$ cat src/rtl/ookd_pkg.sv
`default_nettype none
// ----------------------------------------------------------------------------
// ookd_pkg
// Shared types and constants of the on-off-keyed pulse frame decoder.
// ----------------------------------------------------------------------------
package ookd_pkg;

   localparam int unsigned DUR_W      = 16;
   localparam int unsigned UNIT_W     = 11;
   localparam int unsigned COUNT_W    = 6;
   localparam int unsigned CODE_W     = 24;
   localparam int unsigned CODE_IDX_W = 5;
   localparam int unsigned CSR_ADDR_W = 4;
   localparam int unsigned CSR_DATA_W = 32;

   localparam logic [COUNT_W-1:0] FRAME_LEN = 6'd49;
   localparam logic [COUNT_W-1:0] COUNT_MAX = 6'd63;

   localparam logic [UNIT_W-1:0] SYNC_LOW_RESET  = 11'd300;
   localparam logic [UNIT_W-1:0] SYNC_HIGH_RESET = 11'd400;
   localparam logic [DUR_W-1:0]  LIMIT_RESET     = 16'd700;

   // register indexes, taken from paddr[3:2]
   localparam logic [1:0] REG_SYNC_LOW  = 2'd0;
   localparam logic [1:0] REG_SYNC_HIGH = 2'd1;
   localparam logic [1:0] REG_LIMIT     = 2'd2;

   typedef enum logic [2:0] {
      ST_OK     = 3'd0,
      ST_LENGTH = 3'd1,
      ST_SYNC   = 3'd2,
      ST_PAIR   = 3'd3,
      ST_NIBBLE = 3'd4,
      ST_FAMILY = 3'd5,
      ST_BUTTON = 3'd6,
      ST_POWER  = 3'd7
   } status_type;

   typedef struct packed {
      logic sync_ok;
      logic first_long;
      logic second_long;
   } pulse_class_type;

   typedef struct packed {
      status_type  status;
      logic [3:0]  family_index;
      logic [4:0]  button_number;
      logic        power_on;
   } frame_result_type;

endpackage : ookd_pkg
`default_nettype wire

$ cat src/rtl/ookd_pulse_classify.sv
`default_nettype none
// ----------------------------------------------------------------------------
// ookd_pulse_classify
// Sync window test and short/long classification of one pulse duration.
// ----------------------------------------------------------------------------
module ookd_pulse_classify (
   input  wire logic [ookd_pkg::DUR_W-1:0]  duration,
   input  wire logic [ookd_pkg::UNIT_W-1:0] sync_unit_low,
   input  wire logic [ookd_pkg::UNIT_W-1:0] sync_unit_high,
   input  wire logic [ookd_pkg::DUR_W-1:0]  short_long_limit,
   output ookd_pkg::pulse_class_type        pulse_class
);
   import ookd_pkg::*;

   localparam int unsigned BOUND_W = UNIT_W + 6;

   logic [UNIT_W:0]    low_plus_one;
   logic [BOUND_W-1:0] low_bound;
   logic [BOUND_W-1:0] high_bound;
   logic [BOUND_W-1:0] dur_ext;

   // floor(d/31) > lo  <=>  d >= 31*(lo+1);  floor(d/31) < hi  <=>  d < 31*hi
   assign low_plus_one = {1'b0, sync_unit_low} + {{UNIT_W{1'b0}}, 1'b1};
   assign low_bound    = ({{(BOUND_W-UNIT_W-1){1'b0}}, low_plus_one} << 5)
                       - {{(BOUND_W-UNIT_W-1){1'b0}}, low_plus_one};
   assign high_bound   = ({{(BOUND_W-UNIT_W){1'b0}}, sync_unit_high} << 5)
                       - {{(BOUND_W-UNIT_W){1'b0}}, sync_unit_high};
   assign dur_ext      = {{(BOUND_W-DUR_W){1'b0}}, duration};

   assign pulse_class.sync_ok     = (dur_ext >= low_bound) && (dur_ext < high_bound);
   assign pulse_class.first_long  = duration > short_long_limit;
   assign pulse_class.second_long = duration >= short_long_limit;

endmodule : ookd_pulse_classify
`default_nettype wire

$ cat src/rtl/ookd_code_check.sv
`default_nettype none
// ----------------------------------------------------------------------------
// ookd_code_check
// Frame status and field decode from the accumulated frame state.
// ----------------------------------------------------------------------------
module ookd_code_check (
   input  wire logic [ookd_pkg::COUNT_W-1:0] pulse_count,
   input  wire logic                         sync_good,
   input  wire logic                         pair_error,
   input  wire logic [ookd_pkg::CODE_W-1:0]  code_bits,
   output ookd_pkg::frame_result_type        result
);
   import ookd_pkg::*;

   logic       nibble_ok;
   logic       family_ok;
   logic       button_ok;
   logic       power_ok;
   logic [3:0] family_val;
   logic [3:0] button_val;

   assign nibble_ok  = code_bits[19:16] == 4'b1000;
   assign family_ok  = !(code_bits[0] | code_bits[2] | code_bits[4] | code_bits[6]);
   assign button_ok  = !(code_bits[8] | code_bits[10] | code_bits[12] | code_bits[14]);
   assign power_ok   = !code_bits[20] && code_bits[21] && !code_bits[22];
   assign family_val = {code_bits[7], code_bits[5], code_bits[3], code_bits[1]};
   assign button_val = {code_bits[15], code_bits[13], code_bits[11], code_bits[9]};

   always_comb begin
      result.status        = ST_OK;
      result.family_index  = family_val;
      result.button_number = {1'b0, button_val} + 5'd1;
      result.power_on      = code_bits[23];
      // first failing check wins
      if (pulse_count != FRAME_LEN) begin
         result.status = ST_LENGTH;
      end else if (!sync_good) begin
         result.status = ST_SYNC;
      end else if (pair_error) begin
         result.status = ST_PAIR;
      end else if (!nibble_ok) begin
         result.status = ST_NIBBLE;
      end else if (!family_ok) begin
         result.status = ST_FAMILY;
      end else if (!button_ok) begin
         result.status = ST_BUTTON;
      end else if (!power_ok) begin
         result.status = ST_POWER;
      end
      if (result.status != ST_OK) begin
         result.family_index  = '0;
         result.button_number = '0;
         result.power_on      = 1'b0;
      end
   end

endmodule : ookd_code_check
`default_nettype wire

$ cat src/rtl/ook_pulse_frame_decoder.sv
`default_nettype none
// ----------------------------------------------------------------------------
// ook_pulse_frame_decoder
// Decodes 49-pulse on-off-keyed remote frames into family, button and power.
// ----------------------------------------------------------------------------
//   channel  direction  handshake          payload
//   req      in         req_valid/stall    pulse_duration, frame_end
//   rsp      out        rsp_valid/stall    status, family_index, button_number,
//                                          power_on
//   csr      in/out     APB psel/penable   sync_unit_low/high, short_long_limit
//
// One pulse per cycle while the input is not stalled. A pulse is registered at
// the input, then classified and folded into the frame state in the next
// cycle; a frame-end pulse loads the result register with the frame status.
// Reset is synchronous; it clears frame state and valids and loads the register defaults.
// A stalled result holds only a following frame-end pulse in the input register;
// the input stalls behind it, while the earlier pulses keep flowing.
// ----------------------------------------------------------------------------
module ook_pulse_frame_decoder (
   input  wire logic                            clock,
   input  wire logic                            reset,
   // pulse input
   input  wire logic                            req_valid,
   output logic                                 req_stall,
   input  wire logic [ookd_pkg::DUR_W-1:0]      req_pulse_duration,
   input  wire logic                            req_frame_end,
   // frame result
   output logic                                 rsp_valid,
   input  wire logic                            rsp_stall,
   output logic [2:0]                           rsp_status,
   output logic [3:0]                           rsp_family_index,
   output logic [4:0]                           rsp_button_number,
   output logic                                 rsp_power_on,
   // register port
   input  wire logic                            psel,
   input  wire logic                            penable,
   input  wire logic                            pwrite,
   input  wire logic [ookd_pkg::CSR_ADDR_W-1:0] paddr,
   input  wire logic [ookd_pkg::CSR_DATA_W-1:0] pwdata,
   output logic [ookd_pkg::CSR_DATA_W-1:0]      prdata,
   output logic                                 pready
);
   import ookd_pkg::*;

   logic [UNIT_W-1:0] sync_low_ff;
   logic [UNIT_W-1:0] sync_high_ff;
   logic [DUR_W-1:0]  limit_ff;
   logic              csr_write;
   logic [1:0]        csr_index;

   logic              in_valid_ff;
   logic              in_valid_in;
   logic [DUR_W-1:0]  in_dur_ff;
   logic              in_last_ff;
   logic              in_blocked;
   logic              process;

   logic [COUNT_W-1:0]    count_ff,      count_in;
   logic                  sync_good_ff,  sync_good_in;
   logic                  first_long_ff, first_long_in;
   logic                  pair_err_ff,   pair_err_in;
   logic [CODE_W-1:0]     code_ff,       code_in;
   logic [COUNT_W-1:0]    count_next;
   logic                  sync_good_next;
   logic                  first_long_next;
   logic                  pair_err_next;
   logic [CODE_W-1:0]     code_next;
   logic [CODE_IDX_W-1:0] bit_idx;

   logic              rsp_valid_ff, rsp_valid_in;
   frame_result_type  rsp_ff;
   frame_result_type  frame_result;
   pulse_class_type   pulse_class;

   // ---- register port ----
   assign pready    = 1'b1;
   assign csr_index = paddr[3:2];
   assign csr_write = psel && penable && pwrite;

   always_ff @(posedge clock) begin
      if (reset) begin
         sync_low_ff  <= SYNC_LOW_RESET;
         sync_high_ff <= SYNC_HIGH_RESET;
         limit_ff     <= LIMIT_RESET;
      end else if (csr_write) begin
         case (csr_index)
            REG_SYNC_LOW:  sync_low_ff  <= pwdata[UNIT_W-1:0];
            REG_SYNC_HIGH: sync_high_ff <= pwdata[UNIT_W-1:0];
            REG_LIMIT:     limit_ff     <= pwdata[DUR_W-1:0];
            default: begin
            end
         endcase
      end
   end

   always_comb begin
      case (csr_index)
         REG_SYNC_LOW:  prdata = {{(CSR_DATA_W-UNIT_W){1'b0}}, sync_low_ff};
         REG_SYNC_HIGH: prdata = {{(CSR_DATA_W-UNIT_W){1'b0}}, sync_high_ff};
         REG_LIMIT:     prdata = {{(CSR_DATA_W-DUR_W){1'b0}}, limit_ff};
         default:       prdata = '0;
      endcase
   end

   // ---- input register ----
   // a frame-end pulse waits while the previous result is still stalled
   assign in_blocked  = in_valid_ff && in_last_ff && rsp_valid_ff && rsp_stall;
   assign req_stall   = in_blocked;
   assign process     = in_valid_ff && !in_blocked;
   assign in_valid_in = in_blocked ? in_valid_ff : req_valid;

   always_ff @(posedge clock) begin
      if (reset) begin
         in_valid_ff <= 1'b0;
      end else begin
         in_valid_ff <= in_valid_in;
      end
   end

   always_ff @(posedge clock) begin
      if (!in_blocked) begin
         in_dur_ff  <= req_pulse_duration;
         in_last_ff <= req_frame_end;
      end
   end

   // ---- frame state ----
   ookd_pulse_classify u_classify (
      .duration         (in_dur_ff),
      .sync_unit_low    (sync_low_ff),
      .sync_unit_high   (sync_high_ff),
      .short_long_limit (limit_ff),
      .pulse_class      (pulse_class)
   );

   assign bit_idx = count_ff[COUNT_W-1:1] - 5'd1;

   always_comb begin
      sync_good_next  = sync_good_ff;
      first_long_next = first_long_ff;
      pair_err_next   = pair_err_ff;
      code_next       = code_ff;
      if (count_ff == '0) begin
         sync_good_next = pulse_class.sync_ok;
      end else if (count_ff < FRAME_LEN) begin
         if (count_ff[0]) begin
            first_long_next = pulse_class.first_long;
         end else if (!first_long_ff && pulse_class.second_long) begin
            code_next[bit_idx] = 1'b0;
         end else if (first_long_ff && !pulse_class.second_long) begin
            code_next[bit_idx] = 1'b1;
         end else begin
            pair_err_next = 1'b1;
         end
      end
      count_next = (count_ff < COUNT_MAX) ? count_ff + 6'd1 : count_ff;
   end

   ookd_code_check u_check (
      .pulse_count (count_next),
      .sync_good   (sync_good_next),
      .pair_error  (pair_err_next),
      .code_bits   (code_next),
      .result      (frame_result)
   );

   always_comb begin
      count_in      = count_ff;
      sync_good_in  = sync_good_ff;
      first_long_in = first_long_ff;
      pair_err_in   = pair_err_ff;
      code_in       = code_ff;
      if (process) begin
         if (in_last_ff) begin
            count_in      = '0;
            sync_good_in  = 1'b0;
            first_long_in = 1'b0;
            pair_err_in   = 1'b0;
            code_in       = '0;
         end else begin
            count_in      = count_next;
            sync_good_in  = sync_good_next;
            first_long_in = first_long_next;
            pair_err_in   = pair_err_next;
            code_in       = code_next;
         end
      end
   end

   always_ff @(posedge clock) begin
      if (reset) begin
         count_ff      <= '0;
         sync_good_ff  <= 1'b0;
         first_long_ff <= 1'b0;
         pair_err_ff   <= 1'b0;
         code_ff       <= '0;
      end else begin
         count_ff      <= count_in;
         sync_good_ff  <= sync_good_in;
         first_long_ff <= first_long_in;
         pair_err_ff   <= pair_err_in;
         code_ff       <= code_in;
      end
   end

   // ---- result register ----
   always_comb begin
      rsp_valid_in = rsp_valid_ff;
      if (process && in_last_ff) begin
         rsp_valid_in = 1'b1;
      end else if (!rsp_stall) begin
         rsp_valid_in = 1'b0;
      end
   end

   always_ff @(posedge clock) begin
      if (reset) begin
         rsp_valid_ff <= 1'b0;
      end else begin
         rsp_valid_ff <= rsp_valid_in;
      end
   end

   always_ff @(posedge clock) begin
      if (process && in_last_ff) begin
         rsp_ff <= frame_result;
      end
   end

   assign rsp_valid         = rsp_valid_ff;
   assign rsp_status        = rsp_ff.status;
   assign rsp_family_index  = rsp_ff.family_index;
   assign rsp_button_number = rsp_ff.button_number;
   assign rsp_power_on      = rsp_ff.power_on;

endmodule : ook_pulse_frame_decoder
`default_nettype wire

$ cat config.mk
export PLATFORM = sky130hd
export DESIGN_NAME = ook_pulse_frame_decoder
export DESIGN_NICKNAME = d
export VERILOG_FILES = /design/src/rtl/ookd_pkg.sv /design/src/rtl/ookd_pulse_classify.sv /design/src/rtl/ookd_code_check.sv /design/src/rtl/ook_pulse_frame_decoder.sv
export SDC_FILE = /design/constraint.sdc
export NUM_CORES = 1
export LEC_CHECK = 0
export BUFFER_PORTS_ARGS = -buffer_cell sky130_fd_sc_hd__buf_4
export CORE_AREA = 2 2 163 149
export DETAILED_ROUTE_END_ITERATION = 6
export DIE_AREA = 0 0 165 151
export PLACE_DENSITY = 0.64
export SYNTH_ARGS = -nofsm -noshare
export SYNTH_HDL_FRONTEND = slang
export SYNTH_HIERARCHICAL = 1
export SYNTH_SLANG_ARGS = --single-unit
$ cat constraint.sdc
create_clock -name clock -period 4.6 [get_ports clock]
set_input_delay 0.46 -clock clock [delete_from_list [all_inputs] [get_ports clock]]
set_output_delay 0.46 -clock clock [all_outputs]
set_load 0.02 [all_outputs]
==> impl_metrics.env <==
export IMPL_place_hpwl_um=18300
export IMPL_ys_types=94
export IMPL_final_net_count=1224
export IMPL_worst_r2r_setup_slack_ns=-0.13
export IMPL_drt_first_iter_violations=618
export IMPL_track_usage_pct=20.4
export IMPL_post_route_min_period_ns=4.73
export IMPL_setup_viol=12
export IMPL_area_delta_synth_final_pct=25.3
export IMPL_drive_gt1_share_pct=25.3
export IMPL_postSynthCellCount=964
export IMPL_postSynthAreaPerCell_um2=8.36
export IMPL_start_kind="flip-flop"
export IMPL_cts_tree="done"
export IMPL_power_density_nw_per_um2=211
export IMPL_fp_dieH_um=151
export IMPL_fmax_ghz=0.212
export IMPL_finalCritPeriodShare_pct=103
export IMPL_place_congestion=0.931
export IMPL_core_region_area_um2=23100
export IMPL_rows=53
export IMPL_ff2ff_path_depth=22
export IMPL_htree_levels=3
export IMPL_grt_pass1_wl_um=39400
export IMPL_root_buffer="clkbuf_16"
export IMPL_crit_type="reg2reg"
export IMPL_utilization_pct=43.7
export IMPL_synth_ff_type="dfxtp_1"
export IMPL_io_pins=108
export IMPL_worstSkewPairLatency_ns=0.36
export IMPL_die_area_um2=24900
export IMPL_violations="setup timing"
export IMPL_start_util_pct=34.8
export IMPL_syn_area_um2=8060
export IMPL_timing_final_max_slew_violations=0
export IMPL_numCtsBuffers=9
export IMPL_wl_met2_um=11300
export IMPL_skew_ns=0.00505
export IMPL_ys_async_sr_fraction_pct=0
export IMPL_seqCellArea_um2=2380
export IMPL_clk_pin_slew_ns=0.07
export IMPL_synth_seq_cells=103
export IMPL_antenna_found_initial=0
export IMPL_port_buffers=72
export IMPL_fin_setup_tns_ns=-1.35
export IMPL_fill_cells=2235
export IMPL_wl_um=25400
export IMPL_drt_met1_wl_um=11700
export IMPL_antenna_cells=0
export IMPL_status="complete, but fails checks"
export IMPL_rsz0062_at_grt="true"
export IMPL_cp_end_kind="flip-flop"
export IMPL_cp_data_required_time_ns=4.81
export IMPL_crit_fanout=6
export IMPL_drc=0
export IMPL_multiInputGateArea_um2=5410
export IMPL_yosysSeqAreaShare_pct=29.3
export IMPL_min_delay_start="req_pulse_duration[15]"
export IMPL_leakagePower_nw=4.10
export IMPL_route_antenna_remaining_nets=0
export IMPL_min_to="in_dur_ff[15]"
export IMPL_grt_overflow=0
export IMPL_final_hold_viol_count=0
export IMPL_yosysWarnings=6
export IMPL_max_vdd_ir_drop_v=0.000167
export IMPL_grt_start_max_net_pins=67
export IMPL_vias=7776
export IMPL_drv_cap=0
export IMPL_grt_pass1_vias=7349
export IMPL_slew_headroom_pct=24.3
export IMPL_synth_edf_count=30
export IMPL_routed_top_layer="met4"
export IMPL_r2r_end="rsp_power_on"
export IMPL_viasPerCell=5.53
export IMPL_cts_max_path_buffers=2
export IMPL_rr_startpoint="sync_high_ff[5]"
export IMPL_cp_startpoint="sync_high_ff[5]"
export IMPL_die_x_um=165
export IMPL_detail_route_first_pass_iterations=5
export IMPL_wl_per_cell_um=18.0
export IMPL_worst_slack_ns=-0.128
export IMPL_dr_wl_met3_um=1700
export IMPL_cts_sinks=103
export IMPL_tightest_slew_ns=1.13
export IMPL_hold_depth=1
export IMPL_worstPathArrival_ns=4.94
export IMPL_hp_class="in2reg"
==> critical path: stages (launching register included) <==
cell      delay [ns]
dfxtp_1         0.33
inv_1           0.06
ha_1            0.32
a31o_2          0.21
a21oi_1         0.21
o21bai_1        0.11
a21oi_1         0.20
nor2b_1         0.07
o21a_1          0.19
nor2_1          0.12
xnor2_1         0.14
ha_1            0.27
a21oi_1         0.16
nor2b_1         0.06
o31a_1          0.27
o21a_1          0.17
o21a_1          0.16
o32ai_1         0.15
nor3b_2         0.28
mux2_4          0.19
nor2b_4         0.17
or4b_4          0.59
nor3_4          0.16
==> report_power, final <==
group          switching (mW)  internal (mW)
Combinational           0.198          0.152
Sequential             0.0267          0.947
Clock                   0.378          0.426
Total                   0.602           1.53
==> state kept, by name, summed over array words and instances (netlist names) <==
| name | cells |
|---|---|
| in_valid_ff | 1 |
| rsp_power_on | 1 |
| sync_high_ff | 11 |
| rsp_family_index | 4 |
| rsp_button_number | 5 |
| limit_ff | 16 |
| pair_err_ff | 1 |
| rsp_status | 3 |
| first_long_ff | 1 |
| count_ff | 6 |
| rsp_valid | 1 |
| in_last_ff | 1 |
| code_ff | 24 |
| sync_low_ff | 11 |
| in_dur_ff | 16 |
| sync_good_ff | 1 |
==> layout make-up <==
cell class	instances	share of cell area, %
flip-flops and latches	103	23.5
well taps	302	3.74
repair buffers	183	14.2
clock inverters	6	0.669
clock buffers	10	2.27
inverters	56	2.08
multi-input cells	747	53.6
==> per-layer routing <==
| metal | track usage, % | vias to the layer above |
|---|---|---|
| li1 | - | 3723 |
| met1 | 29.1 | 3689 |
| met2 | 31.5 | 312 |
| met3 | 2.55 | 52 |
| met4 | 7.48 | 0 |
| met5 | 0 | - |
==> stage by stage <==
| step | worst slack (ns) | power, mW | cell area (µm²) | std cells | hold WS [ns] |
|---|---|---|---|---|---|
| global placement | -0.179 | 1.31 | 9330 | 1361 | 0.448 |
| detailed placement | -0.286 | 1.31 | 9330 | 1361 | 0.457 |
| CTS | -0.125 | 2.12 | 9840 | 1388 | 0.263 |
| floorplan | 0.00349 | 1.19 | 8180 | 979 | 0.443 |
| finish | -0.128 | 2.13 | 10100 | 1407 | 0.272 |
| global route | -0.375 | 2.20 | 10100 | 1407 | 0.264 |
==> cell usage in the layout (no fill, tap or decap), types with 17 or more instances in the layout <==
master    count
conb_1       17
a31oi_1      23
xnor2_1      26
buf_4       171
a21oi_1      67
inv_1        55
mux2i_1      20
nand3_1      39
nand2_1     111
nor2_1       56
edfxtp_1     30
nor2b_1      22
ha_1         61
o21ai_0      44
dfxtp_1      66
==> cell families (layout without fill, tap and decap cells) <==
family / after synthesis / after routing / synth area share [%]
AO/OA/AOI/OAI: 245 / 245 / 20.5
XOR/XNOR: 47 / 47 / 5.37
adder cells (fa/ha/maj): 65 / 65 / 10.1
buffers and inverters: 130 / 255 / 7.71
flip-flops: 103 / 103 / 29.3
multiplexers: 21 / 21 / 2.62
other: 2 / 17 / 0.0931
AND/OR/NAND/NOR: 351 / 352 / 24.3
==> worst max path at each step <==
stage / endpoint / slack (ns)
finish: rsp_power_on / -0.13
floorplan: rsp_button_number[2] / 0.003
global route: rsp_button_number[0] / -0.37
detailed placement: rsp_button_number[3] / -0.29
CTS: rsp_power_on / -0.12
global placement: rsp_button_number[4] / -0.18
==> synth_stat cells (6+ instances only) <==
cell,instances,area share (%)
nand2_1,112,5.2
dfxtp_1,73,18
a21oi_1,68,4.2
ha_1,64,9.9
nor2_1,58,2.7
inv_1,56,2.6
o21ai_0,45,2.8
nand3_1,42,2.6
clkbuf_1,31,1.4
edfxtp_1,30,11
xnor2_1,28,3.0
a31oi_1,25,1.9
nor2b_1,23,1.8
buf_4,20,1.9
mux2i_1,20,2.5
nor3_1,17,1.1
xor2_1,17,1.8
buf_2,15,0.93
nand4_1,12,0.93
o21a_1,12,1.1
nand3b_1,11,1.0
nor3_2,11,1.4
a21o_1,10,0.93
and2_1,9,0.70
o2bb2ai_1,6,0.65
==> timing repair <==
action                     CTS  global route
gates resized for setup     26            28
hold buffers                 0             0
setup endpoints to repair   13            13
pin swaps                   26            16
cloned                       1             1
buffers inserted            10            19
Power figures use the tool's default switching activity.
